**src/rtl/midb_ram.sv**
```systemverilog
`timescale 1ns / 1ps
module midb_ram #(
  parameter int Width = 8,
  parameter int Depth = 16
) (
  input  logic                     clk,
  input  logic                     we,
  input  logic [$clog2(Depth)-1:0] waddr,
  input  logic [Width-1:0]         wdata,
  input  logic [$clog2(Depth)-1:0] raddr,
  output logic [Width-1:0]         rdata
);
  logic [Width-1:0] mem [Depth];
  always_ff @(posedge clk) begin
    if (we) mem[waddr] <= wdata;
    rdata <= mem[raddr];
  end
endmodule

```
**config.mk**
```make
export PLATFORM = sky130hd
export DESIGN_NAME = midb_ram
export DESIGN_NICKNAME = d
export VERILOG_FILES = /design/src/rtl/midb_ram.sv
export SDC_FILE = /design/constraint.sdc
export NUM_CORES = 1
export LEC_CHECK = 0
export BUFFER_PORTS_ARGS = -buffer_cell sky130_fd_sc_hd__clkbuf_2
export CORE_ASPECT_RATIO = 1.1
export CORE_MARGIN = 2
export CORE_UTILIZATION = 63
export CTS_BUF_LIST = sky130_fd_sc_hd__clkbuf_4
export CTS_CLUSTER_DIAMETER = 80
export CTS_CLUSTER_SIZE = 16
export DETAILED_ROUTE_END_ITERATION = 16
export PLACE_DENSITY = 0.82
export SKIP_CTS_REPAIR_TIMING = 1
export SYNTH_ARGS = -nofsm -noshare
export SYNTH_HDL_FRONTEND = slang
export SYNTH_SLANG_ARGS = --single-unit
```
**constraint.sdc**
```tcl
create_clock -name clk -period 2.2 [get_ports clk]
set_input_delay 0.22 -clock clk [delete_from_list [all_inputs] [get_ports clk]]
set_output_delay 0.22 -clock clk [all_outputs]
set_load 0.01 [all_outputs]
```
# == After elaboration in Yosys (flattened, before gate mapping) ==
# Memories as Yosys holds them, arrays and structs flattened. A register that Yosys moved wholly into a read port is not among the register bits.
# Cells that the tools add are included.
# totals
reg_bits,0
ramBits,128
inputBits,18
word_cells,3
n_memories,1
# op_classes
n_mux,2
# memory_table
memory,depth,width,read_ports,rd_ports_with_merged_regs,wr,line,rtl
mem,16,8,1,1,1,13,logic [Width-1:0] mem [Depth];
# ops
cell,count
$mux 1,2

# == Depth between registers and ports, before layout ==
# depth
depth_word,2
depth_mapped,5
ltp_nobuf,3

# == Worst setup path after synthesis ==
# Ideal clock, no wire load.
# synth_path
kind,input-to-reg
start,input port waddr[2]
end,memory mem[0][0] (enable)
setup_ns,0.383
t_arrival_ns,1.330
slack_ns,0.487
path_stages,2
n_path_buf,0
path_cell_list,or3b_2 -> nor3_1
# synth_lines
element,line,rtl
"start, declared",8,"input logic [$clog2(Depth)-1:0] waddr,"
"end, declared",13,
# Straight into the memory's write port.

==> results.toml <==
[run_status]
run_status = "completed"

[finish]
layout_commonest_cell = "edfxtp_1"
postLayoutCoreUtil = 0.7258
post_route_cells_drive_above_1_share = 0.3163
antenna_cells_inserted = 0
multi_input_comb_area_um2 = 1057
finalNetCount = 299
stdcell_count = 402
syn2layout_area_growth_pct = 11.57
seqCellArea_um2 = 4004
most_frequent_cells_in_the_layout = "128 x edfxtp_1, 25 x clkbuf_2, 18 x mux4_2, 18 x clkbuf_4"
filler_cell_count = 500

[setup_path]
worstPathMaxFanout = 1
type_of_origin_of_the_critical_path = "flop"
worstSetupStartpoint = "mem[3][4]"
ff2ff_setup_slack_ns = 0.77
timing.rr.end = "rdata[4]"
slowest_delay_ns = 0.46
timing.critical_path.arrival_ns = 1.82
worstPathCellList = "mux4_2 -> a22oi_1 -> nand2_1"
critPathTopFamily = "multiplexers"
r2r_start = "mem[3][4]"
crit_required_ns = 2.59
critical_path_class = "reg2reg"
worstRegToRegCells = 3
crit_path_end = "rdata[4]"
path_depth = 3
cp_slowest_cell = "mux4_2"
critical_path.n_buffers_inverters = 0
worstSetupEndpointType = "flop"

[routing]
route.layer.met1.wl_um = 3554
firstDrtPassIters = 4
wl_met2_um = 4910
finalWirelength_um = 9363
route.met3.wl_um = 758
routedWlPerCell_um = 23.29
routed_via_density = 6.065
detail-route-antenna-nets = 0
highest-signal-layer = "met4"
detailedRoute.firstIterationViolations = 245
drc_errors = 0
via_count = 2438

[global_route]
grtUsageTotal = 0.2379
wire_length_of_the_first_global_routing_pass_um = 14760
grt_start_max_net_pins = 33
grt_antenna_before_repair = 0
grt.overflow.total = 0
vias_in_the_first_global_route = 2528

[synth]
ys.warnings.count = 0
yosys.area_share.adder = 0
synthesis.instances = 229
synth-compound-area-share = 0.02333
synth_mux_area_frac = 0.1502
synth_seq_cells = 136
post_synth_num_cell_types = 19
post_synth_and_or_nand_nor_area_fraction = 0.03184
synth_sequential_area_ratio = 0.7778
synth_area_um2 = 5147
synthesis.nets = 247
synth_top_family_by_area = "multiplexers"
synth_area_in_xor_xnor = 0
syn-mean-instance-area_um2 = 22.48

[placement]
detailedPlacementHpwl_um = 6099
placedCellCount = 370
placement.io_buffers = 25
gp_congestion = 0.6873

[power]
power.leakage_nw = 1.924
vdd.ir_drop.worst_v = 0.0004542
cellPowerDensity_nw_per_um2 = 807.0

[timing]
final_hold_violation_count = 0
layout_worst_path_cycle_share = 0.6479
grt_setup_unrepaired = "false"
final-max-slew-violation-count = 0
setup-violations-final = 0
worst_slew_pin_slew_ns = 0.6938
fmax_ghz = 0.7016
totalNegativeSetupSlack_ns = 0
finalWorstPathRequiredPeriod_ns = 1.425
timing.max_slew.rel_slack = 0.5365
timing.clock.skew_ns = 0.01055

[cts]
clk_path_buf_depth = 2
cts_max_level = 4
cts_clk_pin_slew_worst_paths_ns = 0.12
cts_root_buf = "clkbuf_4"
tritoncts.num_buffers = 17
cts_tree = "yes"
clk_latency_ns = 0.50
clock_sink_count = 136

[floorplanning]
core_area_um2 = 7913
chipWidth_um = 90.19
floorplan_die_area_um2 = 8910
io_pins = 26
placement_rows = 34
die_height_um = 98.80
starting_utilization_of_the_core_area = 0.6505

[min_path]
worstHoldPathType = "in2reg"

[run]
cap_viol_max_count = 0
worst register-to-register path, delay by kind of cell (launching register included):
| kind | cells | cell delay [ns] |
|---|---|---|
| DFF | 1 | 0.38 |
| AOI/OAI and AO/OA | 1 | 0.37 |
| muxes | 1 | 0.46 |
| and+or+nand+nor | 1 | 0.10 |
how the worst min path moves through the flow:
stage                            end  startpoint  slack, ns  cells past startpoint
after floorplan            mem[0][0]    wdata[0]       0.32                      0
after global placement      rdata[5]    rdata[5]       0.61                      1
after detailed placement    rdata[6]    rdata[6]       0.61                      1
after CTS                 mem[14][1]    wdata[1]       0.10                      1
after global routing      mem[14][1]    wdata[1]       0.13                      1
final                     mem[14][1]    wdata[1]       0.13                      1
synthesized netlist by cell type:
cell type	n	share of area
nand3_1	1	0.00097
buf_6	3	0.0066
buf_4	1	0.0015
dfxtp_1	8	0.031
mux4_1	14	0.071
nand2b_1	2	0.0024
nor3_1	4	0.0039
mux4_2	18	0.079
and2_1	1	0.0012
nand2_1	9	0.0066
or3b_2	1	0.0017
nor2_1	13	0.0095
clkdlybuf4s25_2	3	0.0058
buf_2	3	0.0029
and2b_1	1	0.0015
edfxtp_1	128	0.75
a22oi_1	16	0.023
nand3b_1	2	0.0029
nor2b_1	1	0.0012
area by class of cell:
class / instances / share of cell area
clock buffers: 18 / 0.02353
clock inverters: 14 / 0.02200
multi-input cells: 83 / 0.1841
flip-flops and latches: 136 / 0.6972
well taps: 108 / 0.02353
repair buffers: 43 / 0.04967
metal layers:
metal / up-vias / GRT usage
li1: 1081 / -
met3: 9 / 0.05581
met2: 118 / 0.3835
met5: - / 0
met4: 0 / 0.08284
met1: 1230 / 0.3301
cell families after synthesis:
group / after synthesis
flip-flops: 136
buffers and inverters: 10
AO/OA/AOI/OAI: 16
multiplexers: 32
AND/OR/NAND/NOR: 35
stage by stage:
stage               power [mW]  instance area [µm²]  hold slack (ns)  setup slack (ns)
finish                   4.634                 5743           0.1251            0.7746
global route             4.791                 5743           0.1302            0.7116
floorplan                3.118                 5147           0.3189            0.4871
global placement         3.228                 5482           0.6122            0.5199
detailed placement       3.242                 5482           0.6092            0.5009
CTS                      4.669                 5743           0.1043            0.7969
power by group:
group | switching (mW) | total [mW] | leakage (nW) | internal [mW]
sequential | 0.0188 | 2.91 | 1.22 | 2.89
clock | 0.880 | 1.46 | 0.121 | 0.576
combinational | 0.153 | 0.268 | 0.579 | 0.115
sequential cells by signal, indices dropped and copies added (netlist names):
register	cells
mem	128
rdata	8
(Power assumes the default switching activity.)
