File: src/rtl/midb_pkg.sv
`timescale 1ns / 1ps
package midb_pkg;
  localparam int MaxWidth = 512;
  localparam int MaxHeight = 512;
  localparam int InvFracBits = 24;
  localparam int ColBits = $clog2(MaxWidth);
  localparam int RowBits = $clog2(MaxHeight);
  localparam int AddrBits = ColBits + RowBits;
  localparam int ValBits = InvFracBits + 1;
  localparam int WordBits = ValBits + 1;
  localparam int Depth = MaxWidth * MaxHeight;
  localparam int DivBits = InvFracBits + 1;

  // Division by three as a multiply by ceil(2^29 / 3) and a shift by 29.
  localparam logic [27:0] Div3Mul = 28'hAAAAAAB;
  localparam int Div3Shift = 29;

  localparam logic [1:0] CMD_LOAD = 2'd0;
  localparam logic [1:0] CMD_RUN = 2'd1;
  localparam logic [1:0] CMD_READ = 2'd2;

  localparam logic [1:0] REG_PASSES = 2'd0;
  localparam logic [1:0] REG_WIDTH = 2'd1;
  localparam logic [1:0] REG_HEIGHT = 2'd2;

  typedef struct packed {
    logic [1:0]  command;
    logic [8:0]  col;
    logic [8:0]  row;
    logic [15:0] depth_in;
    logic        depth_in_valid;
  } cmd_t;

  typedef struct packed {
    logic [15:0] depth_out;
    logic        depth_out_valid;
    logic        done_res;
  } res_t;

  typedef struct packed {
    logic [1:0]  index;
    logic [15:0] data;
  } cfg_t;

  typedef struct packed {
    logic                 start;
    logic [DivBits-1:0]   dividend;
    logic [DivBits-1:0]   divisor;
  } div_req_t;

  typedef struct packed {
    logic                 busy;
    logic                 done;
    logic [DivBits-1:0]   quotient;
  } div_rsp_t;
endpackage

File: src/rtl/midb_div.sv
`timescale 1ns / 1ps
module midb_div
  import midb_pkg::*;
(
  input  logic     clk,
  input  logic     rst,
  input  div_req_t req,
  output div_rsp_t rsp
);
  localparam int CntBits = $clog2(DivBits + 1);
  logic [DivBits-1:0] quo;
  logic [DivBits-1:0] den;
  logic [DivBits:0]   rem;
  logic [CntBits-1:0] cnt;
  logic               busy;
  logic               done;
  logic [DivBits:0]   trial;
  logic [DivBits:0]   shifted;

  always_comb begin
    shifted = {rem[DivBits-1:0], quo[DivBits-1]};
    trial = shifted - {1'b0, den};
  end

  always_ff @(posedge clk) begin
    if (rst) begin
      busy <= 1'b0;
      done <= 1'b0;
    end else begin
      done <= 1'b0;
      if (req.start) begin
        busy <= 1'b1;
        cnt <= CntBits'(DivBits);
        quo <= req.dividend;
        den <= req.divisor;
        rem <= '0;
      end else if (busy) begin
        if (!trial[DivBits]) begin
          rem <= trial;
          quo <= {quo[DivBits-2:0], 1'b1};
        end else begin
          rem <= shifted;
          quo <= {quo[DivBits-2:0], 1'b0};
        end
        cnt <= cnt - CntBits'(1);
        if (cnt == CntBits'(1)) begin
          busy <= 1'b0;
          done <= 1'b1;
        end
      end
    end
  end

  assign rsp.busy = busy;
  assign rsp.done = done;
  assign rsp.quotient = quo;
endmodule

File: config.mk
export PLATFORM = sky130hd
export DESIGN_NAME = midb_div
export DESIGN_NICKNAME = d
export VERILOG_FILES = /design/src/rtl/midb_pkg.sv /design/src/rtl/midb_div.sv
export SDC_FILE = /design/constraint.sdc
export NUM_CORES = 1
export LEC_CHECK = 0
export BUFFER_PORTS_ARGS = -buffer_cell sky130_fd_sc_hd__clkbuf_2
export CAP_MARGIN = 20
export CORE_UTILIZATION = 40
export CTS_CLUSTER_SIZE = 25
export DETAILED_ROUTE_END_ITERATION = 10
export PLACE_DENSITY = 0.59
export SYNTH_ARGS = -nofsm -noshare
export SYNTH_HDL_FRONTEND = slang
export SYNTH_SLANG_ARGS = --single-unit
File: constraint.sdc
create_clock -name clk -period 7.65 [get_ports clk]
set_clock_uncertainty 0.15 [all_clocks]
set_input_delay 1.53 -clock clk [delete_from_list [all_inputs] [get_ports clk]]
set_output_delay 1.53 -clock clk [all_outputs]
set_load 0.01 [all_outputs]
## After elaboration in Yosys (flattened, before gate mapping)

Cells that the tools add are included.

| word-level totals | value |
|---|---|
| register bits | 82 |
| logic and storage cells | 25 |
| input bits | 53 |
| output and inout bits | 27 |

| operators by class | value |
|---|---|
| reduce and logical (&&, ||, !) cells | 4 |
| mux-type cells | 10 |
| bitwise logic cells | 2 |
| equal/unequal tests | 1 |
| add/sub/neg operators | 2 |

Operators with widths:

| cell | number |
|---|---|
| 25-bit 2-to-1 mux | 4 |
| 26-bit by 25-bit subtractor with 26-bit output | 1 |
| 5-bit by 1-bit == test with 1-bit output (second input constant) | 1 |
| 1-bit 2-to-1 mux | 5 |
| 5-bit 2-to-1 mux | 1 |
| 5-bit by 1-bit subtractor with 5-bit output (second input constant) | 1 |
| 2-bit AND reduction | 2 |
| 3-bit OR reduction | 1 |
| 1-bit NOT | 2 |
| 2-bit nonzero test | 1 |

## Depth between registers and ports, before layout

| depth | value |
|---|---|
| depth in word-level cells | 4 |
| depth in mapped cells | 13 |
| depth with buffers taken out | 11 |

## Worst setup path after synthesis

OpenSTA, ideal clock, no wires.

| timing | value |
|---|---|
| kind | input port to flip-flop |
| start point | input req[50] (netlist bit) |
| end point | register cnt[0] (enable) |
| path slack | 2,493 ps |
| stages on the path | 4 |
| data required time | 7,032 ps |
| buffers on the path | 2 |
| library setup time | 468 ps |
| data arrival time | 4,539 ps |
| cells stage by stage | clkbuf_1 -> buf_1 -> nor2_1 -> nor2_1 |

| between the ends | value |
|---|---|
| word-level cells in the longest chain between the ends | 2 |

Ends and longest elaborated chain:

| element | RTL line | RTL |
|---|---|---|
| start, declared | midb_div.sv:7 | `input div_req_t req,` |
| 2-bit nonzero test (no line) | n/a |  |
| 2-bit AND reduction (no line) | n/a |  |
| end signal, assigned | midb_div.sv:33 | `cnt <= CntBits'(DivBits);` |
| end signal, assigned | midb_div.sv:45 | `cnt <= cnt - CntBits'(1);` |
| end, declared | midb_div.sv:14 | `logic [CntBits-1:0] cnt;` |

Every way passes these cells.
A chain may end at the register's enable or synchronous reset.

## Worst setup path in the final report

| timing | value |
|---|---|
| start point | register rem[13] |
| end point | register rem[11] (data pin) |

| between the ends | value |
|---|---|
| word-level cells in the longest chain between the ends | 3 |

Ends and longest elaborated chain:

| element | RTL line | RTL |
|---|---|---|
| start, declared | midb_div.sv:13 | `logic [DivBits:0] rem;` |
| start signal, assigned | midb_div.sv:39 | `rem <= trial;` |
| start signal, assigned | midb_div.sv:42 | `rem <= shifted;` |
| 26-bit by 25-bit subtractor with 26-bit output | midb_div.sv:22 | `trial = shifted - {1'b0, den};` |
| 25-bit 2-to-1 mux | midb_div.sv:38 | `if (!trial[DivBits]) begin` |
| 25-bit 2-to-1 mux | midb_div.sv:37 | `end else if (busy) begin` |

Every way passes these cells. The select of a mux whose other input is x is not followed.

==> reports/qor.txt <==
Critical path's largest stage delay - 0.74 ns
Via Count - 3634
Setup slack, reg-to-reg - 4.00 ns
Worst r2r dst - rem[11]$_SDFFCE_PP0P_
Crit path required time - 7.59 ns
Area leader, netlist - edfxtp_1
Pleak - 2.31 nW
Post-layout worst setup margin - 4.00 ns
Clock Latency Late Sink - 0.34 ns
DRC - 0
RSZ-0062 raised after global routing - no
Power, Total - 1.37 mW
Cts bufs inserted - 9
Synthesized area - 0.00489 mm2
Number of I/O pins - 80
Maximum vdd drop - 168 uV
Reg clk slew, reported paths - 0.06 ns
Core Area - 0.0120 mm2
FMAX - 274 MHz
Crit path max fanout - 27
CP most frequent cell - o21ai_1
WS Path Type - register to register
Fin. Hold Viols - 0
Asr flop ratio synth - 0
Worst min-delay path class - register to register
Post-CTS Setup Inserts - 0
Share of cells above drive strength 1 - 0.248
Post-synthesis sequential area ratio - 0.500
Synth top area cells - edfxtp_1 (49%), ha_1 (6.9%), mux2_2 (5.8%)
I/O Buffers - 79
Die W - 113 um
Synth Area per Inst - 10.9 um2
DRT Pass-1 Iters - 6
Worst slack, placed - 3.72 ns
Final net count - 604
CP Cell Sequence - ha_1 > a211oi_2 > o21ai_1 > a211oi_1 > o21ai_1 > a221o_2 > mux2i_4 > a21oi_2 > a22o_1
Initial DRC Count - 288
Cells after synthesis - 449
Finish-stage setup viols - 0
Worst Setup EP - rem[11]$_SDFFCE_PP0P_
Least-Margin Pin Slew - 0.885 ns
Cell with the most instances after synthesis - edfxtp_1
CTS tree - yes
Min-Delay Path Depth - 1
Post-DP HPWL - 7510 um
DRT Wirelength - 10700 um
Hold Buf Count CTS - 0
Crit path launch - rem[13]$_SDFFCE_PP0P_
P&R area growth vs syn - 16.4%
Status - complete, no violations
Slew headroom - 0.397
Row count - 40
Global-route wire length before repair - 17700 um
Synth top area share - 0.491
Slowest-stage cell, CP - mux2i_4
Avg WL per Cell - 15.8 um
Final Cycle Share - 0.477
CTS root buf - clkbuf_16
Post-route minimum period - 3.65 ns
Post-synth cell types - 55
Post-Route Setup TNS - 0 ns
GRT overflow - 0
Clock Sinks - 82
WP data arrival - 3.59 ns
Synth Warn # - 0
Power density over cell area - 241 mW/mm2
Post-synth EDFFs - 80
Setup crit start kind - register
FF+latch count, synth - 82
Max Cap Viol - 0
R2R depth - 9
Initial antenna violation count - 0
Initial Util - 0.409
DR vias/cell - 5.38
RD Place Congestion - 0.823
Die ar. - 0.0127 mm2
Final ANT Viol Nets - 0
Final Max Slew Viols - 0
Syn Nets - 530
H-tree depth - 3
R2R Path Start - rem[13]$_SDFFCE_PP0P_
Vias in the first global route - 3672
Global Route Usage Sum - 0.177
Ys flop type - edfxtp_1
CTS max path bufs - 2
Post-synth top cells - edfxtp_1 (80), a21oi_1 (42), inv_1 (36), o21ai_0 (30), nand3_1 (29)
Fill count - 1082
Die Y - 113 um
Antenna cells - 0
Post-cts resize count - 0
Largest net degree at the start of global routing - 56
CP Capture Type - register
flip-flops by register name, indices dropped and copies added (netlist names):
name,flops
done,1
den,25
rem,25
quo,25
busy,1
cnt,5
per-stage QoR:
stage | hold slack [ns] | instances | util | cell area (um2)
6_report | 0.362 | 675 | 0.476 | 5690
4_1_cts | 0.365 | 674 | 0.474 | 5660
3_5_place_dp | 0.356 | 658 | 0.451 | 5390
3_3_place_gp | 0.354 | 658 | 0.451 | 5390
5_1_grt | 0.380 | 675 | 0.476 | 5690
2_1_floorplan | 0.325 | 449 | - | 4890
power breakdown:
part / switching [mW] / internal [mW] / leakage [nW] / total [mW]
clock: 0.178 / 0.219 / 0.125 / 0.397
combinational: 0.237 / 0.169 / 1.40 / 0.405
sequential: 0.0207 / 0.547 / 0.780 / 0.568
per-layer routing:
layer  vias to the layer above  GRT usage  share of wire
li1                       1823          -              -
met1                      1706      0.240           0.47
met2                        92      0.284           0.47
met3                        13     0.0270          0.040
met4                         0     0.0729          0.017
met5                         -          0              0
layout make-up:
cell class / count / area (um2) / area share
flip-flops and latches: 82 / 2440 / 0.429
clock inverters: 7 / 45.0 / 0.00791
well taps: 147 / 184 / 0.0323
inverters: 36 / 135 / 0.0237
repair buffers: 83 / 445 / 0.0783
multi-input cells: 311 / 2210 / 0.389
clock buffers: 9 / 225 / 0.0396
how the worst min path moves through the flow:
stage               startpoint  slack (ns)         endpoint
6_report       busy$_SDFF_PP0_        0.36  done$_SDFF_PP0_
5_1_grt        busy$_SDFF_PP0_        0.38  done$_SDFF_PP0_
4_1_cts        busy$_SDFF_PP0_        0.37  done$_SDFF_PP0_
3_5_place_dp   busy$_SDFF_PP0_        0.36  done$_SDFF_PP0_
3_3_place_gp   busy$_SDFF_PP0_        0.35  done$_SDFF_PP0_
2_1_floorplan  busy$_SDFF_PP0_        0.32  done$_SDFF_PP0_
cell usage in the layout (no fill, tap or decap), types with 3 or more instances in the layout:
master	netlist	final
mux2_2	25	25
edfxtp_1	80	80
nand2_1	20	20
a21oi_1	42	42
and3_1	5	5
a22o_1	3	3
a21o_1	11	11
nor2b_1	8	8
o311a_1	3	3
clkinvlp_4	0	3
xnor2_1	14	14
xor2_1	5	5
nor3_1	7	7
o21a_1	5	5
buf_4	3	3
nand3_1	29	29
and2_1	3	3
nor2_1	25	23
o21ai_0	30	30
clkbuf_2	1	79
o211ai_1	6	6
clkbuf_16	0	9
a31oi_1	3	3
inv_1	36	36
o2111ai_1	3	3
ha_1	27	27
a211oi_1	5	5
critical path: cells and delay by family (launching register included):
kind	cells	cell delay, ns
muxes	1	0.74
AOI/OAI and AO/OA	7	1.69
adders and majority gates	1	0.41
DFF	1	0.42
cell families (layout without fill, tap and decap cells):
kind of cell	after synthesis	after routing	synth area share
mux	27	27	0.0642
buf+inv	56	135	0.0494
fa+ha+maj	28	28	0.0732
compound gates	128	128	0.169
xor+xnor	19	19	0.0340
flops	82	82	0.500
simple gates	109	109	0.110
No activity file was read; power rests on OpenSTA's default activity.
